**src/hdl/thsr_pkg.sv**
```systemverilog
// ============================================================================
// thsr_pkg - shared types and constants of the tuple hash segment reducer
// Field widths, register indexes, reduction mode codes, the jump hash LCG
// multiplier and the command and status records of the reduction unit.
// ============================================================================
package thsr_pkg;

   localparam int HASH_W    = 32;
   localparam int SEG_W     = 16;
   localparam int KEY_W     = 64;
   localparam int CSR_IDX_W = 8;
   localparam int RSP_W     = SEG_W + HASH_W;

   // register indexes on the configuration channel
   localparam logic [CSR_IDX_W-1:0] CSR_SEG_COUNT   = 8'd0;
   localparam logic [CSR_IDX_W-1:0] CSR_REDUCE_MODE = 8'd1;

   // reduction mode codes; the spare code behaves as modulo
   localparam logic [1:0] MODE_JUMP = 2'd0;
   localparam logic [1:0] MODE_MASK = 2'd1;
   localparam logic [1:0] MODE_MOD  = 2'd2;

   // jump hash LCG multiplier, split into 32-bit halves
   localparam logic [KEY_W-1:0]  LCG_MUL    = 64'h27BB_2EE6_87B0_B0FD;
   localparam logic [HASH_W-1:0] LCG_MUL_LO = LCG_MUL[31:0];
   localparam logic [HASH_W-1:0] LCG_MUL_HI = LCG_MUL[63:32];

   // quotient bits produced by the serial divider in each use
   localparam logic [5:0] DIV_MOD_STEPS  = 6'd32;
   localparam logic [5:0] DIV_JUMP_STEPS = 6'd16;

   typedef struct packed {
      logic              start;
      logic              take;
      logic [1:0]        mode;
      logic [SEG_W-1:0]  seg_count;
      logic [HASH_W-1:0] hash;
   } thsr_cmd_type;

   typedef struct packed {
      logic             busy;
      logic             done;
      logic [SEG_W-1:0] segment;
   } thsr_sts_type;

endpackage

```
**src/hdl/tuple_hash_segment_reducer_top.sv**
```systemverilog
// ============================================================================
// tuple_hash_segment_reducer_top - tuple hash and segment reducer
// Folds attribute hashes into a tuple hash and maps it onto a segment.
// ============================================================================
// Each request carries one attribute hash. A request that is not the last of
// its tuple is folded into the running hash and the block is ready again at
// once. On the last attribute the tuple hash goes to the reduction unit and
// the block stays not ready until the result has been loaded into the
// response register: mask mode goes straight to the load, modulo mode runs
// the serial divider, a check and the load, and jump mode repeats a jump step
// (three passes through the shared 32x32 multiplier, a range check, the
// divider and a check), with roughly ln(segment count) + 1 steps, before the
// load; a final step whose quotient is out of range ends after its range
// check. A waiting response holds nothing back until the next tuple's result
// is ready; requests then wait with that result until the response register
// is free.
// ============================================================================
module tuple_hash_segment_reducer_top (
   input  logic                           clock,
   input  logic                           reset,
   // request channel
   input  logic                           req_tvalid,
   output logic                           req_tready,
   input  logic [thsr_pkg::HASH_W-1:0]    req_tdata,   // [31:0] attr_hash
   input  logic                           req_tuser,   // [0] attr_is_null
   input  logic                           req_tlast,   // last_attr
   // response channel
   output logic                           rsp_tvalid,
   input  logic                           rsp_tready,
   output logic [thsr_pkg::RSP_W-1:0]     rsp_tdata,   // [15:0] segment, [47:16] tuple_hash
   // configuration channel
   input  logic                           csr_valid,
   output logic                           csr_ready,
   input  logic [thsr_pkg::CSR_IDX_W-1:0] csr_index,
   input  logic [thsr_pkg::SEG_W-1:0]     csr_data
);
   import thsr_pkg::*;

   logic [SEG_W-1:0]  seg_count_ff;
   logic [1:0]        reduce_mode_ff;
   logic [HASH_W-1:0] running_ff, running_in;
   logic [HASH_W-1:0] tuple_ff, tuple_in;
   logic              rsp_valid_ff, rsp_valid_in;
   logic [RSP_W-1:0]  rsp_data_ff, rsp_data_in;

   logic              req_accept;
   logic              slot_free;
   logic [HASH_W-1:0] combined;
   thsr_cmd_type      cmd;
   thsr_sts_type      sts;

   assign csr_ready  = 1'b1;
   assign req_tready = !sts.busy;
   assign req_accept = req_tvalid && req_tready;
   assign slot_free  = !rsp_valid_ff || rsp_tready;

   // rotate the running hash and fold in a non-null attribute
   assign combined = {running_ff[30:0], running_ff[31]} ^ (req_tuser ? '0 : req_tdata);

   // configuration registers
   always_ff @(posedge clock) begin
      if (reset) begin
         seg_count_ff   <= 16'd1;
         reduce_mode_ff <= MODE_JUMP;
      end else if (csr_valid && csr_ready) begin
         unique case (csr_index)
            CSR_SEG_COUNT:   seg_count_ff   <= csr_data;
            CSR_REDUCE_MODE: reduce_mode_ff <= csr_data[1:0];
            default:         ;
         endcase
      end
   end

   // advance the running hash, clear it at the end of a tuple
   always_comb begin
      running_in = running_ff;
      tuple_in   = tuple_ff;
      if (req_accept) begin
         running_in = req_tlast ? '0 : combined;
         if (req_tlast) begin
            tuple_in = combined;
         end
      end
   end

   // load the response register when a result is ready and the slot is free
   always_comb begin
      rsp_valid_in = rsp_valid_ff;
      rsp_data_in  = rsp_data_ff;
      if (rsp_valid_ff && rsp_tready) begin
         rsp_valid_in = 1'b0;
      end
      if (sts.done && slot_free) begin
         rsp_valid_in = 1'b1;
         rsp_data_in  = {tuple_ff, sts.segment};
      end
   end

   always_ff @(posedge clock) begin
      if (reset) begin
         running_ff   <= '0;
         rsp_valid_ff <= 1'b0;
      end else begin
         running_ff   <= running_in;
         rsp_valid_ff <= rsp_valid_in;
      end
      tuple_ff    <= tuple_in;
      rsp_data_ff <= rsp_data_in;
   end

   assign cmd.start     = req_accept && req_tlast;
   assign cmd.take      = slot_free;
   assign cmd.mode      = reduce_mode_ff;
   assign cmd.seg_count = seg_count_ff;
   assign cmd.hash      = combined;

   thsr_reduce u_reduce (
      .clock (clock),
      .reset (reset),
      .cmd   (cmd),
      .sts   (sts)
   );

   assign rsp_tvalid = rsp_valid_ff;
   assign rsp_tdata  = rsp_data_ff;

endmodule

```
**src/hdl/thsr_reduce.sv**
```systemverilog
// ============================================================================
// thsr_reduce - segment reduction unit
// Sequencer around one shared 32x32 multiplier and one serial restoring
// divider. Reduces a tuple hash by mask, by modulo or by jump consistent hash.
// ============================================================================
module thsr_reduce (
   input  logic                  clock,
   input  logic                  reset,
   input  thsr_pkg::thsr_cmd_type cmd,
   output thsr_pkg::thsr_sts_type sts
);
   import thsr_pkg::*;

   typedef enum logic [2:0] {
      S_IDLE,
      S_MUL_LL,
      S_MUL_HL,
      S_MUL_LH,
      S_PRE,
      S_DIV,
      S_CHK,
      S_DONE
   } state_type;

   state_type         state_ff, state_in;
   logic [KEY_W-1:0]  key_ff, key_in;
   logic [KEY_W-1:0]  acc_ff, acc_in;
   logic [SEG_W-1:0]  b_ff, b_in;
   logic [SEG_W-1:0]  n_ff, n_in;
   logic              jump_ff, jump_in;
   logic [HASH_W:0]   rem_ff, rem_in;
   logic [HASH_W-1:0] dvd_ff, dvd_in;
   logic [HASH_W-1:0] div_ff, div_in;
   logic [HASH_W-1:0] quo_ff, quo_in;
   logic [5:0]        cnt_ff, cnt_in;
   logic [SEG_W-1:0]  seg_ff, seg_in;

   logic [HASH_W-1:0] mul_a, mul_b;
   logic [KEY_W-1:0]  prod;
   logic [HASH_W-1:0] jd;
   logic [SEG_W-1:0]  b_next;
   logic [47:0]       jnum;
   logic [47:0]       jlim;
   logic [HASH_W:0]   trial;
   logic              trial_ge;
   logic [SEG_W-1:0]  n_start;

   // shared multiplier: pick the partial product for this step
   always_comb begin
      mul_a = key_ff[31:0];
      mul_b = LCG_MUL_LO;
      case (state_ff)
         S_MUL_HL: mul_a = key_ff[63:32];
         S_MUL_LH: mul_b = LCG_MUL_HI;
         default:  ;
      endcase
   end

   assign prod = {32'd0, mul_a} * {32'd0, mul_b};

   // jump step operands: divisor (key >> 33) + 1, dividend (b + 1) << 31
   assign jd     = {1'b0, key_ff[63:33]} + 32'd1;
   assign b_next = b_ff + 16'd1;
   assign jnum   = {1'b0, b_next, 31'd0};
   assign jlim   = {jd, 16'd0};

   // restoring divider step: shift in the next dividend bit and compare
   assign trial    = {rem_ff[31:0], dvd_ff[31]};
   assign trial_ge = trial >= {1'b0, div_ff};

   // zero segments count as one
   assign n_start = (cmd.seg_count == 16'd0) ? 16'd1 : cmd.seg_count;

   // sequencer
   always_comb begin
      state_in = state_ff;
      key_in   = key_ff;
      acc_in   = acc_ff;
      b_in     = b_ff;
      n_in     = n_ff;
      jump_in  = jump_ff;
      rem_in   = rem_ff;
      dvd_in   = dvd_ff;
      div_in   = div_ff;
      quo_in   = quo_ff;
      cnt_in   = cnt_ff;
      seg_in   = seg_ff;
      unique case (state_ff)
         S_IDLE: begin
            if (cmd.start) begin
               n_in = n_start;
               case (cmd.mode)
                  MODE_JUMP: begin
                     key_in   = {32'd0, cmd.hash};
                     b_in     = '0;
                     jump_in  = 1'b1;
                     state_in = S_MUL_LL;
                  end
                  MODE_MASK: begin
                     seg_in   = cmd.hash[15:0] & (n_start - 16'd1);
                     state_in = S_DONE;
                  end
                  default: begin
                     rem_in   = '0;
                     dvd_in   = cmd.hash;
                     div_in   = {16'd0, n_start};
                     quo_in   = '0;
                     cnt_in   = DIV_MOD_STEPS;
                     jump_in  = 1'b0;
                     state_in = S_DIV;
                  end
               endcase
            end
         end
         S_MUL_LL: begin
            acc_in   = prod;
            state_in = S_MUL_HL;
         end
         S_MUL_HL: begin
            acc_in   = {acc_ff[63:32] + prod[31:0], acc_ff[31:0]};
            state_in = S_MUL_LH;
         end
         S_MUL_LH: begin
            key_in   = {acc_ff[63:32] + prod[31:0], acc_ff[31:0]} + 64'd1;
            state_in = S_PRE;
         end
         S_PRE: begin
            // a quotient of 2^16 or more is past any segment count: stop
            if (jnum >= jlim) begin
               seg_in   = b_ff;
               state_in = S_DONE;
            end else begin
               rem_in   = {2'b00, jnum[46:16]};
               dvd_in   = {jnum[15:0], 16'd0};
               div_in   = jd;
               quo_in   = '0;
               cnt_in   = DIV_JUMP_STEPS;
               state_in = S_DIV;
            end
         end
         S_DIV: begin
            rem_in = trial_ge ? (trial - {1'b0, div_ff}) : trial;
            dvd_in = {dvd_ff[30:0], 1'b0};
            quo_in = {quo_ff[30:0], trial_ge};
            cnt_in = cnt_ff - 6'd1;
            if (cnt_ff == 6'd1) begin
               state_in = S_CHK;
            end
         end
         S_CHK: begin
            if (!jump_ff) begin
               seg_in   = rem_ff[15:0];
               state_in = S_DONE;
            end else if (quo_ff[15:0] < n_ff) begin
               b_in     = quo_ff[15:0];
               state_in = S_MUL_LL;
            end else begin
               seg_in   = b_ff;
               state_in = S_DONE;
            end
         end
         S_DONE: begin
            if (cmd.take) begin
               state_in = S_IDLE;
            end
         end
         default: state_in = S_IDLE;
      endcase
   end

   // hold state and datapath registers
   always_ff @(posedge clock) begin
      if (reset) begin
         state_ff <= S_IDLE;
      end else begin
         state_ff <= state_in;
      end
      key_ff  <= key_in;
      acc_ff  <= acc_in;
      b_ff    <= b_in;
      n_ff    <= n_in;
      jump_ff <= jump_in;
      rem_ff  <= rem_in;
      dvd_ff  <= dvd_in;
      div_ff  <= div_in;
      quo_ff  <= quo_in;
      cnt_ff  <= cnt_in;
      seg_ff  <= seg_in;
   end

   assign sts.busy    = (state_ff != S_IDLE);
   assign sts.done    = (state_ff == S_DONE);
   assign sts.segment = seg_ff;

endmodule

```
**config.mk**
```make
export PLATFORM = sky130hd
export DESIGN_NAME = tuple_hash_segment_reducer_top
export DESIGN_NICKNAME = d
export VERILOG_FILES = /design/src/hdl/thsr_pkg.sv /design/src/hdl/tuple_hash_segment_reducer_top.sv /design/src/hdl/thsr_reduce.sv
export SDC_FILE = /design/constraint.sdc
export NUM_CORES = 2
export LEC_CHECK = 0
export BUFFER_PORTS_ARGS = -buffer_cell sky130_fd_sc_hd__buf_2
export CAP_MARGIN = 30
export CORE_ASPECT_RATIO = 1.75
export CORE_MARGIN = 3
export CORE_UTILIZATION = 65
export CTS_BUF_LIST = sky130_fd_sc_hd__clkbuf_8
export CTS_CLUSTER_DIAMETER = 80
export DETAILED_ROUTE_END_ITERATION = 10
export GPL_ROUTABILITY_DRIVEN = 0
export GPL_TIMING_DRIVEN = 0
export PLACE_DENSITY = 0.93
export SLEW_MARGIN = 10
export SYNTH_ARGS = -nofsm -noshare
export SYNTH_HDL_FRONTEND = slang
export SYNTH_SLANG_ARGS = --single-unit
```
**constraint.sdc**
```tcl
create_clock -name clock -period 17.2 [get_ports clock]
set_input_delay 2.58 -clock clock [delete_from_list [all_inputs] [get_ports clock]]
set_output_delay 2.58 -clock clock [all_outputs]
set_load 0.005 [all_outputs]
```
==> run_results.csv, run 1 <==
group,metric,value,unit
status,status,"did not finish",
status,haltStage,"global routing",
status,error_line,"[ERROR GRT-0232] Routing congestion too high. Check the congestion heatmap in the GUI.",
placed_design,pre_cts_slack,4.44,ns
synth,synth-seq-cells,429,
synth,ys_warn_count,0,
clock_network,cts_setup_buffers,0,
synth,synth_ff_type,"edfxtp_1",
global_route,gr-total-overflow,22,
synth,synth_top_area_cell,"fa_1",
clock_network,root_buffer,"clkbuf_8",
synth,yosys.area.top_type_share,0.264,
clock_network,cts_made_buffers,51,
die,die_w,210,um
placed_design,dp_hpwl,130000,um
synth,syn_inst,4737,
synth,synth.avg_cell_area,10.0,um2
synth,synth_area,47500,um2
die,initial_utilization,0.659,
placed_design,dp.cells,5852,
global_route,grt_util_all_layers,0.514,
clock_network,cts-resized-gates,0,
synth,synth_top_cells_by_count,"947 x inv_1, 627 x fa_1, 489 x ha_1, 410 x nor2_1, 375 x edfxtp_1",
die,die_y,364,um
synth,synth_area_leaders,"fa_1 26%, edfxtp_1 24%, ha_1 13%",
synth,async_reset_ff_frac,0,
clock_network,clock_path_buffers,3,
synth,synthDistinctLibCells,84,
synth,yosysMostFrequentCell,"inv_1",
die,boundaryPins,114,
placed_design,dpl_cell_area,49800,um2
clock_network,clock-sinks,429,
placed_design,port_buffers,110,
clock_network,ctsHoldBuffers,0,
clock_network,cts-htree-levels,2,
die,rows,130,
synth,ys_seq_area_frac,0.260,
synth,synth_edf_count,375,
global_route,grt_max_degree,37,
[layer usage]
layer  GRT overflow  global-route usage
met3              0               0.305
met5              0              0.0958
met4             14               0.544
met2              8               0.742
met1              0               0.473
[per-stage QoR]
step                      utilization  hold slack [ns]
after CTS                       0.707            0.425
after detailed placement        0.691            0.405
after global placement          0.686            0.401
after floorplan                     -            0.400
[kinds of logic after synthesis]
logic type,count (synthesis),synth area share
adder cells (fa/ha/maj),1116,0.393
flip-flops,429,0.260
AO/OA/AOI/OAI,629,0.0828
AND/OR/NAND/NOR,1130,0.113
multiplexers,65,0.0137
buffers and inverters,1093,0.0868
other,2,0.000158
XOR/XNOR,273,0.0507
==> inputs of run 2 (changes only) <==
Settings changed: CORE_ASPECT_RATIO 1.75 to default, CORE_UTILIZATION 65 to 40, CTS_BUF_LIST sky130_fd_sc_hd__clkbuf_8 to default, CTS_CLUSTER_DIAMETER 80 to default, PLACE_DENSITY 0.93 to default, PLACE_DENSITY_LB_ADDON from default to 0.15.
==> run_results.csv, run 2 <==
group,metric,value,unit
setup_path,crit_slowest_cell,"nor2_1",
setup_path,worst-setup-path-type,"reg2reg",
die,initial_utilization,0.406,
synth,ys_seq_area_frac,0.260,
clock_network,worst_skew_pair.late_latency,0.60,ns
global_route,grt_pass1_vias,35181,
drt,routed-via-count,33946,
die,die_y,351,um
timing,post-route-period-util,0.768,
die,dieArea,123000,um2
setup_path,arrival,13.53,ns
die,die_w,351,um
clock_network,clk_pin_slew_worst_paths,0.07,ns
placed_design,dp.cells,6474,
job,max_cap_violations,0,
synth,synth_ff_type,"edfxtp_1",
synth,synthDistinctLibCells,84,
die,boundaryPins,114,
drt,first_pass_iters,5,
synth,syn_inst,4737,
setup_path,worstRegToRegCells,39,
finish,layout_commonest_cell,"inv_1",
synth,synth_area_leaders,"fa_1 26%, edfxtp_1 24%, ha_1 13%",
global_route,grt_util_all_layers,0.251,
drt,via_per_inst,5.17,
synth,synth_top_cells_by_count,"947 x inv_1, 627 x fa_1, 489 x ha_1, 410 x nor2_1, 375 x edfxtp_1",
synth,yosysMostFrequentCell,"inv_1",
status,status,"complete, no violations",
setup_path,endpoint,"u_reduce.key_ff[63]",
clock_network,cts_tree,"yes",
timing,worst_slew_pin_slew,1.03,ns
synth,ys_warn_count,0,
setup_path,r2r_end,"u_reduce.key_ff[63]",
drt,route.final.wire_length,152000,um
timing,max_slew_margin,0.293,
setup_path,critPathMaxStageDelay,0.69,ns
synth,synth-seq-cells,429,
clock_network,clock-sinks,429,
clock_network,clock_path_buffers,3,
synth,synth_edf_count,375,
drt,ant_nets,0,
finish,finalNonFillerCells,6560,
drt,drt_iter0_drc,2692,
global_route,antenna_found_initial,3,
placed_design,dp_hpwl,130000,um
finish,syn_to_final_growth,10.1,%
timing,rsz0062_at_grt,"false",
worst_hold_path,hold_class,"reg2reg",
timing,fmax,75.7,MHz
finish,final_cell_mix,"946 x inv_1, 627 x fa_1, 489 x ha_1",
setup_path,cp-end-kind,"flip-flop",
global_route,gr-total-overflow,0,
clock_network,cts_setup_buffers,0,
timing,period_needed,13.21,ns
timing,clock_skew,0.0178,ns
setup_path,reg2reg_setup_slack,3.99,ns
clock_network,cts_made_buffers,43,
global_route,grt_max_degree,34,
drt,drc_errors,0,
setup_path,r2r-start,"u_reduce.state_ff[0]",
clock_network,ctsHoldBuffers,0,
placed_design,port_buffers,110,
synth,synth.avg_cell_area,10.0,um2
clock_network,cts-htree-levels,2,
timing,setup_violations,0,
synth,synth_top_area_cell,"fa_1",
timing,slew_violations,0,
timing,hold_violations,0,
timing,setup_tns,0,ns
setup_path,startpoint,"u_reduce.state_ff[0]",
die,rows,125,
setup_path,path_common_cell,"fa_1",
synth,synth_area,47500,um2
clock_network,root_buffer,"clkbuf_16",
die,core,117000,um2
finish,drive_gt1_frac,0.0584,
global_route,grt_pass1_wl,227000,um
finish,final_nets,6178,
setup_path,worstPathMaxFanout,10,
synth,async_reset_ff_frac,0,
clock_network,cts-resized-gates,0,
setup_path,cp.required,17.52,ns
setup_path,critPathLaunchType,"flip-flop",
synth,yosys.area.top_type_share,0.264,
drt,wl_per_cell,23.2,um
finish,fill_cells,11462,
run 2: cell counts after synthesis:
Identical to the previous run, type by type.
run 2: cell families (layout without fill, tap and decap cells):
| kind of cell | after synthesis | in the layout | synth area share |
|---|---|---|---|
| adders and majority gates | 1116 | 1116 | 0.393 |
| and+or+nand+nor | 1130 | 1130 | 0.113 |
| muxes | 65 | 65 | 0.0137 |
| xor gates and xnor gates | 273 | 273 | 0.0507 |
| buffers and inverters | 1093 | 1329 | 0.0868 |
| AOI/OAI and AO/OA | 629 | 629 | 0.0828 |
| other | 2 | 65 | 0.000158 |
| DFF | 429 | 429 | 0.260 |
run 2: final cells by class:
class / count / area (um2) / share of cell area
antenna: 2 / 5.00 / 0.0000957
buffer: 146 / 568 / 0.0109
clock buffer: 58 / 1260 / 0.0241
clock inverter: 22 / 209 / 0.00400
inverter: 947 / 3550 / 0.0680
multi-input combinational: 3276 / 31400 / 0.600
sequential: 429 / 12300 / 0.236
tap: 1524 / 1910 / 0.0365
timing repair buffer: 156 / 1080 / 0.0206
run 2: worst min-delay path by stage:
stage	start	endpoint	slack [ns]	cells after the start
global placement	u_reduce.seg_ff[13]	rsp_tdata[13]	0.40	0
global route	tuple_ff[1]	rsp_tdata[17]	0.42	0
detailed placement	u_reduce.seg_ff[15]	rsp_tdata[15]	0.40	0
finish	tuple_ff[31]	rsp_tdata[47]	0.41	0
CTS	tuple_ff[10]	rsp_tdata[26]	0.42	0
floorplan	u_reduce.seg_ff[0]	rsp_tdata[0]	0.40	0
run 2: worst max-delay path, delay by kind of cell, from the launching register on:
kind | cells | cell delay (ns)
AOI/OAI and AO/OA | 7 | 1.85
xor gates and xnor gates | 3 | 0.93
adders and majority gates | 10 | 4.43
buffers and inverters | 8 | 2.31
DFF | 1 | 0.49
and+or+nand+nor | 11 | 2.88
run 2: routing by layer:
metal	GRT usage	vias to the layer above	routed length, um
met3	0.0240	184	6830
met4	0.0780	0	5400
met1	0.323	16976	63600
met2	0.445	891	76500
met5	0	-	0
li1	-	15895	-
run 2: per-stage QoR:
step	hold WS (ns)	setup WS [ns]	util	cell area, um2
after floorplan	0.400	7.20	-	47700
after global placement	0.401	3.92	0.429	50200
after detailed placement	0.405	3.94	0.434	50800
after CTS	0.416	3.86	0.447	52200
after global routing	0.420	3.24	0.447	52300
final	0.415	3.99	0.447	52300
Power of run 2 is not shown: default switching activity piles up to over one toggle a cycle in this logic, so the estimate is an artifact.
